**src/tcppm_pkg.sv**
```systemverilog
// ----------------------------------------------------------------------------
// tcppm_pkg: shared types and constants for the period and phase meter
// Field widths, register indexes and the job record passed front to back.
// ----------------------------------------------------------------------------
package tcppm_pkg;

  localparam int unsigned TimeWidth = 32;
  localparam int unsigned SilWidth  = 16;
  localparam int unsigned PhWidth   = 10;
  localparam int unsigned QDepth    = 2;

  localparam logic [1:0] RegTimeout = 2'd0;
  localparam logic [1:0] RegFscale  = 2'd1;
  localparam logic [1:0] RegMinPer  = 2'd2;
  localparam logic [1:0] RegMaxPer  = 2'd3;

  localparam logic [SilWidth-1:0]  TimeoutRst = 16'd100;
  localparam logic [TimeWidth-1:0] FscaleRst  = 32'd1000000000;
  localparam logic [TimeWidth-1:0] MinPerRst  = 32'd0;
  localparam logic [TimeWidth-1:0] MaxPerRst  = 32'hFFFF_FFFF;

  // job handed from the channel tracker to the divider side
  typedef struct packed {
    logic [TimeWidth-1:0] period_a;
    logic [TimeWidth-1:0] period_b;
    logic [TimeWidth-1:0] lag;
    logic                 missed;
    logic                 a_in_range;
    logic                 b_in_range;
  } job_t;

  typedef enum logic [1:0] {
    ST_IDLE,
    ST_DIV_PH,
    ST_DIV_FR,
    ST_DONE
  } back_state_e;

endpackage

```
**src/two_channel_period_phase_meter_unit.sv**
```systemverilog
// ----------------------------------------------------------------------------
// two_channel_period_phase_meter_unit: two-channel period and phase meter
// Input-capture period, phase lag, frequency and range checks per poll tick.
// ----------------------------------------------------------------------------
// One tick item enters on s_axis; one result leaves on m_axis per tick.
// The channel tracker updates both channels in the transfer cycle and pushes
// a job into a two-entry queue, so it keeps taking ticks while results wait.
// A shared one-bit-per-cycle divider forms 1000*lag / period_a (42 steps)
// then frequency_scale / period_a (32 steps); a job with period_a zero skips
// both divisions. The divider takes a new job only once the last result has
// been taken, so the sustained rate is set by that single divider.
// Registers are written on cfg_* with cfg_valid_i/cfg_ready_o; cfg_ready_o
// is always high. Reset sets registers to their defaults and clears all
// channel state, the queue and the divider. When m_axis_tready is low the
// result holds, the queue fills, then s_axis_tready drops.
// ----------------------------------------------------------------------------
module two_channel_period_phase_meter_unit (
  input  logic         clk_i,
  input  logic         rst_ni,
  input  logic         s_axis_tvalid,
  output logic         s_axis_tready,
  // edge_a, capture_a, edge_b, capture_b, now_time, then unused bits
  input  logic [103:0] s_axis_tdata,
  output logic         m_axis_tvalid,
  input  logic         m_axis_tready,
  // period_a_out, period_b_out, phase_permille, frequency_a, a_missed_pulse,
  // a_in_range, b_in_range, then zero fill
  output logic [111:0] m_axis_tdata,
  input  logic         cfg_valid_i,
  output logic         cfg_ready_o,
  input  logic [1:0]   cfg_index_i,
  input  logic [31:0]  cfg_data_i
);

  logic [tcppm_pkg::SilWidth-1:0]  tlim_q;
  logic [tcppm_pkg::TimeWidth-1:0] fsc_q, minp_q, maxp_q;
  logic            fj_valid, fj_ready, bj_valid, bj_ready;
  tcppm_pkg::job_t fj, bj;
  logic            unused;

  assign cfg_ready_o = 1'b1;
  assign unused = ^s_axis_tdata[103:98];

  always_ff @(posedge clk_i or negedge rst_ni) begin
    if (!rst_ni) begin
      tlim_q <= tcppm_pkg::TimeoutRst;
      fsc_q  <= tcppm_pkg::FscaleRst;
      minp_q <= tcppm_pkg::MinPerRst;
      maxp_q <= tcppm_pkg::MaxPerRst;
    end else if (cfg_valid_i) begin
      case (cfg_index_i)
        tcppm_pkg::RegTimeout: tlim_q <= cfg_data_i[15:0];
        tcppm_pkg::RegFscale:  fsc_q  <= cfg_data_i;
        tcppm_pkg::RegMinPer:  minp_q <= cfg_data_i;
        tcppm_pkg::RegMaxPer:  maxp_q <= cfg_data_i;
        default: ;
      endcase
    end
  end

  tcppm_front u_front (
    .clk_i, .rst_ni,
    .in_valid_i(s_axis_tvalid), .in_ready_o(s_axis_tready),
    .edge_a_i(s_axis_tdata[0]), .capture_a_i(s_axis_tdata[32:1]),
    .edge_b_i(s_axis_tdata[33]), .capture_b_i(s_axis_tdata[65:34]),
    .now_time_i(s_axis_tdata[97:66]),
    .timeout_limit_i(tlim_q), .min_period_i(minp_q), .max_period_i(maxp_q),
    .job_valid_o(fj_valid), .job_ready_i(fj_ready), .job_o(fj)
  );

  tcppm_queue u_queue (
    .clk_i, .rst_ni,
    .wr_valid_i(fj_valid), .wr_ready_o(fj_ready), .wr_data_i(fj),
    .rd_valid_o(bj_valid), .rd_ready_i(bj_ready), .rd_data_o(bj)
  );

  tcppm_back u_back (
    .clk_i, .rst_ni,
    .job_valid_i(bj_valid), .job_ready_o(bj_ready), .job_i(bj),
    .frequency_scale_i(fsc_q),
    .m_axis_tvalid, .m_axis_tready, .m_axis_tdata
  );

endmodule

```
**src/tcppm_front.sv**
```systemverilog
// ----------------------------------------------------------------------------
// tcppm_front: channel tracker
// Updates periods and silence counters per tick and builds a divider job.
// ----------------------------------------------------------------------------
module tcppm_front (
  input  logic                                clk_i,
  input  logic                                rst_ni,
  input  logic                                in_valid_i,
  output logic                                in_ready_o,
  input  logic                                edge_a_i,
  input  logic [tcppm_pkg::TimeWidth-1:0]     capture_a_i,
  input  logic                                edge_b_i,
  input  logic [tcppm_pkg::TimeWidth-1:0]     capture_b_i,
  input  logic [tcppm_pkg::TimeWidth-1:0]     now_time_i,
  input  logic [tcppm_pkg::SilWidth-1:0]      timeout_limit_i,
  input  logic [tcppm_pkg::TimeWidth-1:0]     min_period_i,
  input  logic [tcppm_pkg::TimeWidth-1:0]     max_period_i,
  output logic                                job_valid_o,
  input  logic                                job_ready_i,
  output tcppm_pkg::job_t                     job_o
);

  logic [tcppm_pkg::TimeWidth-1:0] last_a_q, last_a_d, per_a_q, per_a_d;
  logic [tcppm_pkg::TimeWidth-1:0] last_b_q, last_b_d, per_b_q, per_b_d;
  logic [tcppm_pkg::SilWidth-1:0]  sil_a_q, sil_a_d, sil_b_q, sil_b_d;
  logic [tcppm_pkg::SilWidth:0]    inc_a, inc_b;
  logic                            acc;

  assign in_ready_o  = job_ready_i;
  assign job_valid_o = in_valid_i;
  assign acc         = in_valid_i & job_ready_i;

  assign inc_a = {1'b0, sil_a_q} + 1'b1;
  assign inc_b = {1'b0, sil_b_q} + 1'b1;

  always_comb begin
    last_a_d = last_a_q;
    per_a_d  = per_a_q;
    sil_a_d  = sil_a_q;
    if (edge_a_i) begin
      per_a_d  = (sil_a_q < timeout_limit_i) ? capture_a_i - last_a_q : '0;
      last_a_d = capture_a_i;
      sil_a_d  = '0;
    end else if (inc_a >= {1'b0, timeout_limit_i}) begin
      sil_a_d = timeout_limit_i;
      per_a_d = '0;
    end else begin
      sil_a_d = inc_a[tcppm_pkg::SilWidth-1:0];
    end
    last_b_d = last_b_q;
    per_b_d  = per_b_q;
    sil_b_d  = sil_b_q;
    if (edge_b_i) begin
      per_b_d  = (sil_b_q < timeout_limit_i) ? capture_b_i - last_b_q : '0;
      last_b_d = capture_b_i;
      sil_b_d  = '0;
    end else if (inc_b >= {1'b0, timeout_limit_i}) begin
      sil_b_d = timeout_limit_i;
      per_b_d = '0;
    end else begin
      sil_b_d = inc_b[tcppm_pkg::SilWidth-1:0];
    end
  end

  always_comb begin
    job_o.period_a   = per_a_d;
    job_o.period_b   = per_b_d;
    job_o.lag        = last_b_d - (last_a_d - per_a_d);
    job_o.missed     = (now_time_i - (last_b_d - per_b_d)) < (now_time_i - last_a_d);
    job_o.a_in_range = (min_period_i < per_a_d) && (per_a_d < max_period_i);
    job_o.b_in_range = (min_period_i < per_b_d) && (per_b_d < max_period_i);
  end

  always_ff @(posedge clk_i or negedge rst_ni) begin
    if (!rst_ni) begin
      last_a_q <= '0;
      per_a_q  <= '0;
      sil_a_q  <= '0;
      last_b_q <= '0;
      per_b_q  <= '0;
      sil_b_q  <= '0;
    end else if (acc) begin
      last_a_q <= last_a_d;
      per_a_q  <= per_a_d;
      sil_a_q  <= sil_a_d;
      last_b_q <= last_b_d;
      per_b_q  <= per_b_d;
      sil_b_q  <= sil_b_d;
    end
  end

  assert property (@(posedge clk_i) disable iff (!rst_ni)
    sil_a_q <= $past(timeout_limit_i) || $stable(sil_a_q) || sil_a_q == '0 ||
    $past(sil_a_q) > $past(timeout_limit_i))
    else $error("silence a above limit");
  assert property (@(posedge clk_i) disable iff (!rst_ni)
    !acc |=> $stable(per_a_q) && $stable(per_b_q))
    else $error("state moved without transfer");
  assert property (@(posedge clk_i) disable iff (!rst_ni)
    acc && edge_a_i |=> sil_a_q == '0)
    else $error("edge did not clear silence");

endmodule

```
**src/tcppm_queue.sv**
```systemverilog
// ----------------------------------------------------------------------------
// tcppm_queue: job fifo
// Short queue between the channel tracker and the divider side.
// ----------------------------------------------------------------------------
module tcppm_queue (
  input  logic            clk_i,
  input  logic            rst_ni,
  input  logic            wr_valid_i,
  output logic            wr_ready_o,
  input  tcppm_pkg::job_t wr_data_i,
  output logic            rd_valid_o,
  input  logic            rd_ready_i,
  output tcppm_pkg::job_t rd_data_o
);

  localparam int unsigned PtrW = $clog2(tcppm_pkg::QDepth);

  tcppm_pkg::job_t     mem_q [tcppm_pkg::QDepth];
  logic [PtrW-1:0]     wp_q, rp_q;
  logic [PtrW:0]       cnt_q;
  logic                wr, rd;

  assign wr_ready_o = (cnt_q != (PtrW+1)'(tcppm_pkg::QDepth));
  assign rd_valid_o = cnt_q != '0;
  assign rd_data_o  = mem_q[rp_q];
  assign wr = wr_valid_i & wr_ready_o;
  assign rd = rd_valid_o & rd_ready_i;

  always_ff @(posedge clk_i) begin
    if (wr) mem_q[wp_q] <= wr_data_i;
  end

  always_ff @(posedge clk_i or negedge rst_ni) begin
    if (!rst_ni) begin
      wp_q  <= '0;
      rp_q  <= '0;
      cnt_q <= '0;
    end else begin
      if (wr) wp_q <= wp_q + 1'b1;
      if (rd) rp_q <= rp_q + 1'b1;
      cnt_q <= cnt_q + (PtrW+1)'(wr) - (PtrW+1)'(rd);
    end
  end

  assert property (@(posedge clk_i) disable iff (!rst_ni)
    cnt_q <= (PtrW+1)'(tcppm_pkg::QDepth))
    else $error("queue count overflow");
  assert property (@(posedge clk_i) disable iff (!rst_ni)
    wr && !rd |=> cnt_q == $past(cnt_q) + 1'b1)
    else $error("queue count not tracking");
  assert property (@(posedge clk_i) disable iff (!rst_ni)
    cnt_q == '0 |-> wp_q == rp_q)
    else $error("pointers differ when empty");

endmodule

```
**src/tcppm_back.sv**
```systemverilog
// ----------------------------------------------------------------------------
// tcppm_back: divider side
// Radix-2 restoring divider shared by the phase and frequency quotients.
// ----------------------------------------------------------------------------
module tcppm_back (
  input  logic                              clk_i,
  input  logic                              rst_ni,
  input  logic                              job_valid_i,
  output logic                              job_ready_o,
  input  tcppm_pkg::job_t                   job_i,
  input  logic [tcppm_pkg::TimeWidth-1:0]   frequency_scale_i,
  output logic                              m_axis_tvalid,
  input  logic                              m_axis_tready,
  output logic [111:0]                      m_axis_tdata
);

  localparam int unsigned W  = tcppm_pkg::TimeWidth;
  localparam int unsigned DW = W + 10;           // 1000*lag fits in W+10 bits
  localparam int unsigned CW = $clog2(DW + 1);
  localparam logic [tcppm_pkg::PhWidth:0] PhMod = 1000;

  tcppm_pkg::back_state_e st_q, st_d;
  tcppm_pkg::job_t        job_q;
  logic [DW-1:0]          num_q, num_d;     // dividend shifting out, quotient in
  logic [W:0]             rem_q, rem_d;
  logic [CW-1:0]          cnt_q, cnt_d;
  logic [tcppm_pkg::PhWidth-1:0] ph_q, ph_d;
  logic [W-1:0]           fr_q, fr_d;
  logic [W+1:0]           trial;
  logic [W:0]             rsh;
  logic [tcppm_pkg::PhWidth:0] ph2, ph_sub;
  logic [DW-1:0]          prod;
  logic                   ld;

  assign rsh   = {rem_q[W-1:0], num_q[DW-1]};
  assign trial = {1'b0, rsh} - {2'b0, job_q.period_a};
  // phase quotient kept mod 1000 as its bits come out, msb first
  assign ph2    = {ph_q, ~trial[W+1]};
  assign ph_sub = ph2 - PhMod;
  assign prod  = (DW)'(job_i.lag) * (DW)'(10'd1000);

  assign job_ready_o = (st_q == tcppm_pkg::ST_IDLE);
  assign ld = job_valid_i & job_ready_o;

  always_comb begin
    st_d  = st_q;
    num_d = num_q;
    rem_d = rem_q;
    cnt_d = cnt_q;
    ph_d  = ph_q;
    fr_d  = fr_q;
    case (st_q)
      tcppm_pkg::ST_IDLE: begin
        if (ld) begin
          num_d = prod;
          rem_d = '0;
          cnt_d = CW'(DW);
          ph_d  = '0;
          fr_d  = '0;
          st_d  = (job_i.period_a == '0) ? tcppm_pkg::ST_DONE : tcppm_pkg::ST_DIV_PH;
        end
      end
      tcppm_pkg::ST_DIV_PH, tcppm_pkg::ST_DIV_FR: begin
        if (trial[W+1]) begin
          rem_d = rsh;
          num_d = {num_q[DW-2:0], 1'b0};
        end else begin
          rem_d = trial[W:0];
          num_d = {num_q[DW-2:0], 1'b1};
        end
        if (st_q == tcppm_pkg::ST_DIV_PH) begin
          ph_d = (ph2 >= PhMod) ? ph_sub[tcppm_pkg::PhWidth-1:0]
                                : ph2[tcppm_pkg::PhWidth-1:0];
        end
        cnt_d = cnt_q - 1'b1;
        if (cnt_q == CW'(1)) begin
          if (st_q == tcppm_pkg::ST_DIV_PH) begin
            st_d  = tcppm_pkg::ST_DIV_FR;
            num_d = {frequency_scale_i, 10'd0};
            rem_d = '0;
            cnt_d = CW'(W);
          end else begin
            st_d = tcppm_pkg::ST_DONE;
          end
        end
      end
      tcppm_pkg::ST_DONE: begin
        if (m_axis_tready) st_d = tcppm_pkg::ST_IDLE;
      end
      default: st_d = tcppm_pkg::ST_IDLE;
    endcase
    if (st_q == tcppm_pkg::ST_DIV_FR && cnt_q == CW'(1))
      fr_d = num_d[W-1:0];
  end

  always_ff @(posedge clk_i) begin
    if (ld) job_q <= job_i;
  end

  always_ff @(posedge clk_i or negedge rst_ni) begin
    if (!rst_ni) begin
      st_q  <= tcppm_pkg::ST_IDLE;
      num_q <= '0;
      rem_q <= '0;
      cnt_q <= '0;
      ph_q  <= '0;
      fr_q  <= '0;
    end else begin
      st_q  <= st_d;
      num_q <= num_d;
      rem_q <= rem_d;
      cnt_q <= cnt_d;
      ph_q  <= ph_d;
      fr_q  <= fr_d;
    end
  end

  assign m_axis_tvalid = (st_q == tcppm_pkg::ST_DONE);
  // period_a_out, period_b_out, phase_permille, frequency_a, a_missed_pulse,
  // a_in_range, b_in_range, then zero fill
  assign m_axis_tdata = {3'b0, job_q.b_in_range, job_q.a_in_range, job_q.missed,
                         fr_q, ph_q, job_q.period_b, job_q.period_a};

  assert property (@(posedge clk_i) disable iff (!rst_ni)
    m_axis_tvalid && !m_axis_tready |=> m_axis_tvalid && $stable(m_axis_tdata))
    else $error("result changed under stall");
  assert property (@(posedge clk_i) disable iff (!rst_ni)
    m_axis_tvalid |-> ph_q < 10'd1000)
    else $error("phase out of range");
  assert property (@(posedge clk_i) disable iff (!rst_ni)
    m_axis_tvalid && job_q.period_a == '0 |-> ph_q == '0 && fr_q == '0)
    else $error("zero period gave nonzero quotient");

endmodule
```
**config.mk**
```make
export PLATFORM = sky130hd
export DESIGN_NAME = two_channel_period_phase_meter_unit
export DESIGN_NICKNAME = d
export VERILOG_FILES = /design/src/tcppm_pkg.sv /design/src/two_channel_period_phase_meter_unit.sv /design/src/tcppm_front.sv /design/src/tcppm_queue.sv /design/src/tcppm_back.sv
export SDC_FILE = /design/constraint.sdc
export NUM_CORES = 2
export LEC_CHECK = 0
export ABC_AREA = 1
export BUFFER_PORTS_ARGS = -buffer_cell sky130_fd_sc_hd__buf_2
export CORE_UTILIZATION = 55
export DETAILED_ROUTE_END_ITERATION = 12
export HOLD_SLACK_MARGIN = 0.12
export PLACE_DENSITY = 0.77
export REMOVE_ABC_BUFFERS = 1
export SLEW_MARGIN = 20
export SYNTH_ARGS = -nofsm -noshare
export SYNTH_HDL_FRONTEND = slang
export SYNTH_SLANG_ARGS = --single-unit
```
**constraint.sdc**
```tcl
create_clock -name clk_i -period 6.1 [get_ports clk_i]
set_input_delay 1.22 -clock clk_i [delete_from_list [all_inputs] [get_ports clk_i]]
set_output_delay 1.22 -clock clk_i [all_outputs]
set_load 0.1 [all_outputs]
```
# After elaboration in Yosys (flattened, before gate mapping)
# Memory sizes are Yosys's and may differ from the RTL's.
# Cells that the tools add are included.
# word_totals
regBits	467
mem_bits_rw	198
word_cells	128
n_memories	1
# classes
n_addsub	16
mul	1
n_lt_le_gt_ge	10
eq_ne	12
muxes	41
bitwise	3
reduce_logical	19
# memory_table
name	depth	word_bits	read_ports	rd_ports_with_merged_regs	write_ports	line	source
u_queue.mem_q	2	99	1	0	1	tcppm_queue.sv:18	tcppm_pkg::job_t mem_q [tcppm_pkg::QDepth];
# ops
operator	count
two-way mux 32 bit	15
subtractor 32 bit	7
less-than comparator 32 bit	5
two-way mux 42 bit	3
one-hot mux 42 bit (2 select lines)	1
two-way mux 16 bit	4
one-hot mux 32 bit (2 select lines)	1
multiplier 32 x 7 -> 39 bit, second input constant	1
adder 16 x 1 -> 17 bit, second input constant	2
>= comparator 17 x 16 -> 1 bit	2
subtractor 33 x 32 -> 34 bit	1
zero test 32 bit	1
less-than comparator 16 bit	2
two-way mux 10 bit	3
one-hot mux 10 bit (2 select lines)	1
two-way mux 6 bit	3
one-hot mux 6 bit (2 select lines)	1
AND reduction 2 bit	6
>= comparator 11 x 10 -> 1 bit, second input constant	1
subtractor 10 bit, second input constant	1
== test 2 bit, second input constant	4
two-way mux 2 bit	4
nonzero test 2 bit	4
== test 6 x 1 -> 1 bit, second input constant	1
15 further kinds	28

# Depth between registers and ports, before layout
# logic_depth
word_depth	7
mapped_depth	45
mapped_depth_nobuf	44

# By module
# A second synthesis with hierarchy kept.
# hier_totals
hier_cells	6502
area_unflattened_um2	52325.2
# modules_own_cells
mod	instances	cells_per_inst	area_per_inst_um2	seq_area_each_um2
tcppm_front	1	3357	23646.4	4003.8
tcppm_back	1	2096	16605.9	5114.9
tcppm_queue	1	548	7437.1	6045.8
two_channel_period_phase_meter_unit	1	501	4635.7	2862.7

# Worst setup path before layout
# OpenSTA, ideal clock, no wires.
# synth_path
path_type	input-to-reg
start	input port s_axis_tvalid
end	memory u_queue.mem_q[1][0] (netlist name), enable pin
setup_ns	0.559
arrival_time_ns	5.917
t_required_ns	5.541
setup_slack_ns	-0.376
path_stages	4
n_path_buf	2
cell_sequence	nand2_1 -> clkbuf_1 -> clkbuf_1 -> nor2_1
# synth_between
elab_chain_len	3
# synth_rtl
item	line	source
start: declaration	two_channel_period_phase_meter_unit.sv:20	input logic s_axis_tvalid,
AND 1 bit	tcppm_queue.sv:26	assign wr = wr_valid_i & wr_ready_o;
two-way mux 1 bit	tcppm_queue.sv:30	if (wr) mem_q[wp_q] <= wr_data_i;
two-way mux 1 bit (not written as such)	tcppm_queue.sv:30	
end: declaration	tcppm_queue.sv:18	
# Every way passes these cells.

==> impl_results.md <==
- Setup crit start: u_front.sil_b_q[0]$_DFFE_PN0P_
- Global route overflow: 0
- Placed insts: 7,676
- Core ar.: approximately 0.090 sq mm
- CP arrival: roughly 7200 ps
- Yosys cell types: 78
- Clock buffers created by TritonCTS: 77
- Hold Path Depth: 2
- Pwr dens: 248.2 mW/mm^2
- Largest net degree at the start of global routing: 116
- Clock Pin Slew Worst Setup and Hold Paths: 70 ps
- Antenna viol nets, final: 0
- Root Buffer: clkbuf_16
- Pleak: 28.85 nW
- Yosys reg bits: 665
- Via count: roughly 44k
- Cell Area, Synth: 0.04996 sq mm
- CTS sink count: about 670
- RSZ-0062 raised after global routing: yes
- DR WL/cell: 19.62 um
- Commonest cells after routing, fill and taps aside: 1,243 x nand2_1, 879 x inv_1, 555 x o21ai_0
- Vias in the first global route: ~43k
- # H-tree levels: 3
- Tot GR Track Use: 0.3341
- Status: complete, but fails checks
- Startpoint Class: register
- CP most frequent cell: buf_4
- Crit-path slowest cell: fa_1
- Initial antenna violation count: 7
- Post-Syn Instances: just under 6k
- Hold Crit Class: register to register
- Register cell area after layout: roughly 0.018 sq mm
- Worst reg2reg path endpoint: u_queue.mem_q[1][2]$_DFFE_PP_
- Worst r2r path cells: 38
- Synth Flop Type: dfrtp_1
- Fraction of registers with async set or reset after synthesis: 0.6015
- Initial Utilization: 0.5550
- Layout cells sized above 1: 0.1885
- Slowest cell delay on critical path: 470 ps
- IO buf count: 247
- Endpoints failing hold: 0
- Layout Cells excl Fill: 7,863
- Area delta synth->final: 18.82%
- Crit. End Element: register
- CTS tree: done
- Die Area: 0.09205 sq mm
- Crit path max fanout: 6
- First-pass GRT wire length: ~240,000 um
- Post-DP HPWL: 120,600 um
- Height of the die: 303.4 um
- Site Rows: 110
- CP Capture Point: u_queue.mem_q[1][2]$_DFFE_PP_
- Clock skew: 29.28 ps
- FILL cells: 7,355
- Final Wtd Congestion: 0.9759
- Least-Margin Pin Slew: 1075 ps
- Total Routed Length: 154,200 um
- Area of the multi-input gates: 0.02874 sq mm
- DR iter-0 viols: 3,746
- Crit path time final: about 6700 ps
- Synth warnings: 0
- Peak VDD IR: 0.2179 mV
- WP data required: 6570 ps
- # DRC: 0
- Reg2reg setup slack: -580 ps
- Critical R2R Launch: u_front.sil_b_q[0]$_DFFE_PN0P_
- Sequential share of the synthesized area: 0.3608
- Violated checks: setup timing
- Setup-failing EPs final: 2
- Commonest non-fill, non-tap cell in the layout: nand2_1
- Die width: 303.4 um
- Max Cap Violations: 0
- Slew headroom: 0.2804
- Max Buffers Root-to-Sink: 3
- Max Fclk: 0.1497 GHz
- Post-synth EDFFs: 265
- 1st-pass router iterations: 6
- Final net count: 7,450
- TNS Setup: -1163 ps
- Clock latency on the worst-skew pair: 660 ps
- Final Cycle Share: 1.095
- IO Pins: 258
- Via/cell ratio: 5.623
- Mean Syn Cell Area: approximately 8.4 sq um
- Setup ws final: -581.5 ps
- Slew Limit Fails: 0
- Critical path type: register to register
==> cell usage after synthesis (10+ instances only) <==
| library cell | count | share of area |
|---|---|---|
| nand4_1 | 41 | 0.0051 |
| o21ai_0 | 571 | 0.057 |
| nor2_1 | 340 | 0.026 |
| o21bai_1 | 21 | 0.0032 |
| o21ai_1 | 66 | 0.0066 |
| o221ai_1 | 15 | 0.0026 |
| ha_1 | 505 | 0.13 |
| fa_1 | 184 | 0.074 |
| nand3_1 | 102 | 0.010 |
| nor4_1 | 21 | 0.0026 |
| a21boi_2 | 14 | 0.0032 |
| nand2_1 | 1258 | 0.095 |
| a21o_1 | 23 | 0.0035 |
| a31oi_1 | 41 | 0.0051 |
| o211ai_1 | 13 | 0.0020 |
| o22ai_1 | 35 | 0.0044 |
| edfxtp_1 | 265 | 0.16 |
| buf_2 | 25 | 0.0025 |
| dfrtp_1 | 352 | 0.18 |
| a21oi_1 | 420 | 0.042 |
| a22oi_1 | 12 | 0.0018 |
| a221oi_1 | 10 | 0.0018 |
| inv_2 | 18 | 0.0014 |
| buf_1 | 11 | 0.00083 |
| clkbuf_1 | 107 | 0.0080 |
| o21a_1 | 24 | 0.0036 |
| o21ai_2 | 27 | 0.0047 |
| a22o_1 | 26 | 0.0046 |
| dfstp_2 | 48 | 0.025 |
| xnor2_1 | 71 | 0.012 |
| a21oi_2 | 17 | 0.0030 |
| or2_2 | 62 | 0.0078 |
| xor2_1 | 115 | 0.020 |
| nor3_1 | 44 | 0.0044 |
| a211oi_1 | 20 | 0.0030 |
| nand2_2 | 15 | 0.0019 |
| nor2_2 | 10 | 0.0013 |
| inv_1 | 902 | 0.068 |
==> kinds of logic (layout without fill, tap and decap cells) <==
| group | count (synthesis) | in the layout | synth area share |
|---|---|---|---|
| simple gates | 1933 | 1933 | 0.1609 |
| compound gates | 1407 | 1407 | 0.1622 |
| buf+inv | 1072 | 1793 | 0.08184 |
| fa+ha+maj | 689 | 689 | 0.2002 |
| flops | 665 | 665 | 0.3608 |
| xor+xnor | 186 | 186 | 0.03261 |
| mux | 6 | 6 | 0.001227 |
| other cells | 2 | 8 | 0.0001503 |
==> critical path, delay by kind of cell, from the launching register on <==
family	cells	cell delay, ps
DFF	1	400
AOI/OAI and AO/OA	6	1100
and+or+nand+nor	15	1810
xor gates and xnor gates	2	340
buffers and inverters	11	1520
adders and majority gates	4	1320
==> report_power, final <==
part | internal [mW] | total (mW) | leakage [nW] | switching (mW)
Clock | 2.83 | 4.90 | 1.31 | 2.06
Sequential | 4.94 | 5.04 | 7.35 | 0.106
Combinational | 2.03 | 4.79 | 20.2 | 2.76
==> stage by stage <==
stage	hold slack (ps)	instance area [sq um]	worst slack (ps)	power, mW	util
after global routing	504.8	59360	-939.2	15.45	0.6595
after detailed placement	463.6	55510	-886.0	9.437	0.6167
final	478.3	59360	-581.5	14.73	0.6595
after global placement	461.7	55510	-744.9	9.318	0.6167
after floorplan	447.6	49340	-2810	7.634	-
after CTS	482.5	58750	-501.3	14.51	0.6527
==> state kept, by name, summed over array words and instances, names as in the netlist, 32 cells and up <==
signal / count
u_front.last_b_q: 32
u_back.rem_q: 32
u_queue.mem_q: 198
fsc_q: 32
minp_q: 32
maxp_q: 32
u_back.num_q: 42
u_back.m_axis_tdata: 67
u_front.last_a_q: 32
u_back.fr_q: 32
u_front.per_a_q: 32
u_front.per_b_q: 32
==> repair_timing <==
item | CTS | global route
cloned | 1 | 0
pin swaps | 31 | 46
hold buffers | 0 | 0
setup buffers | 20 | 18
setup endpoints to repair | 2 | 36
gates resized for setup | 81 | 120
==> area by class of cell <==
cell class / count / area share
clock buffers: 93 / 0.03520
diodes: 4 / 0.0001686
repair inverters: 1 / 0.0001265
repair buffers: 727 / 0.08368
well taps: 1176 / 0.02479
multi-input cells: 4225 / 0.4842
flip-flops and latches: 665 / 0.3037
inverters: 921 / 0.05838
clock inverters: 51 / 0.009759
==> routing by layer <==
metal / wire [um] / GRT usage / vias to the layer above / share of wire
met4: 5690 / 0.1223 / 2 / 0.037
li1: - / - / 21107 / -
met3: 10970 / 0.04462 / 273 / 0.071
met1: 65360 / 0.4520 / 21236 / 0.42
met5: 12 / 0 / - / 0.000078
met2: 72210 / 0.5492 / 1596 / 0.47
==> how the worst min path moves through the flow <==
stage	start	to	slack (ps)
after floorplan	u_front.per_b_q[1]$_DFFE_PN0P_	u_front.per_b_q[1]$_DFFE_PN0P_	450
after CTS	u_back.fr_q[26]$_DFFE_PN0P_	u_back.fr_q[26]$_DFFE_PN0P_	480
after global placement	u_front.per_a_q[25]$_DFFE_PN0P_	u_front.per_a_q[25]$_DFFE_PN0P_	460
after detailed placement	u_back.fr_q[26]$_DFFE_PN0P_	u_back.fr_q[26]$_DFFE_PN0P_	460
after global routing	maxp_q[7]$_DFFE_PN1P_	maxp_q[7]$_DFFE_PN1P_	500
final	u_back.fr_q[26]$_DFFE_PN0P_	u_back.fr_q[26]$_DFFE_PN0P_	480
Note: power is estimated with default switching activity, not from simulation.
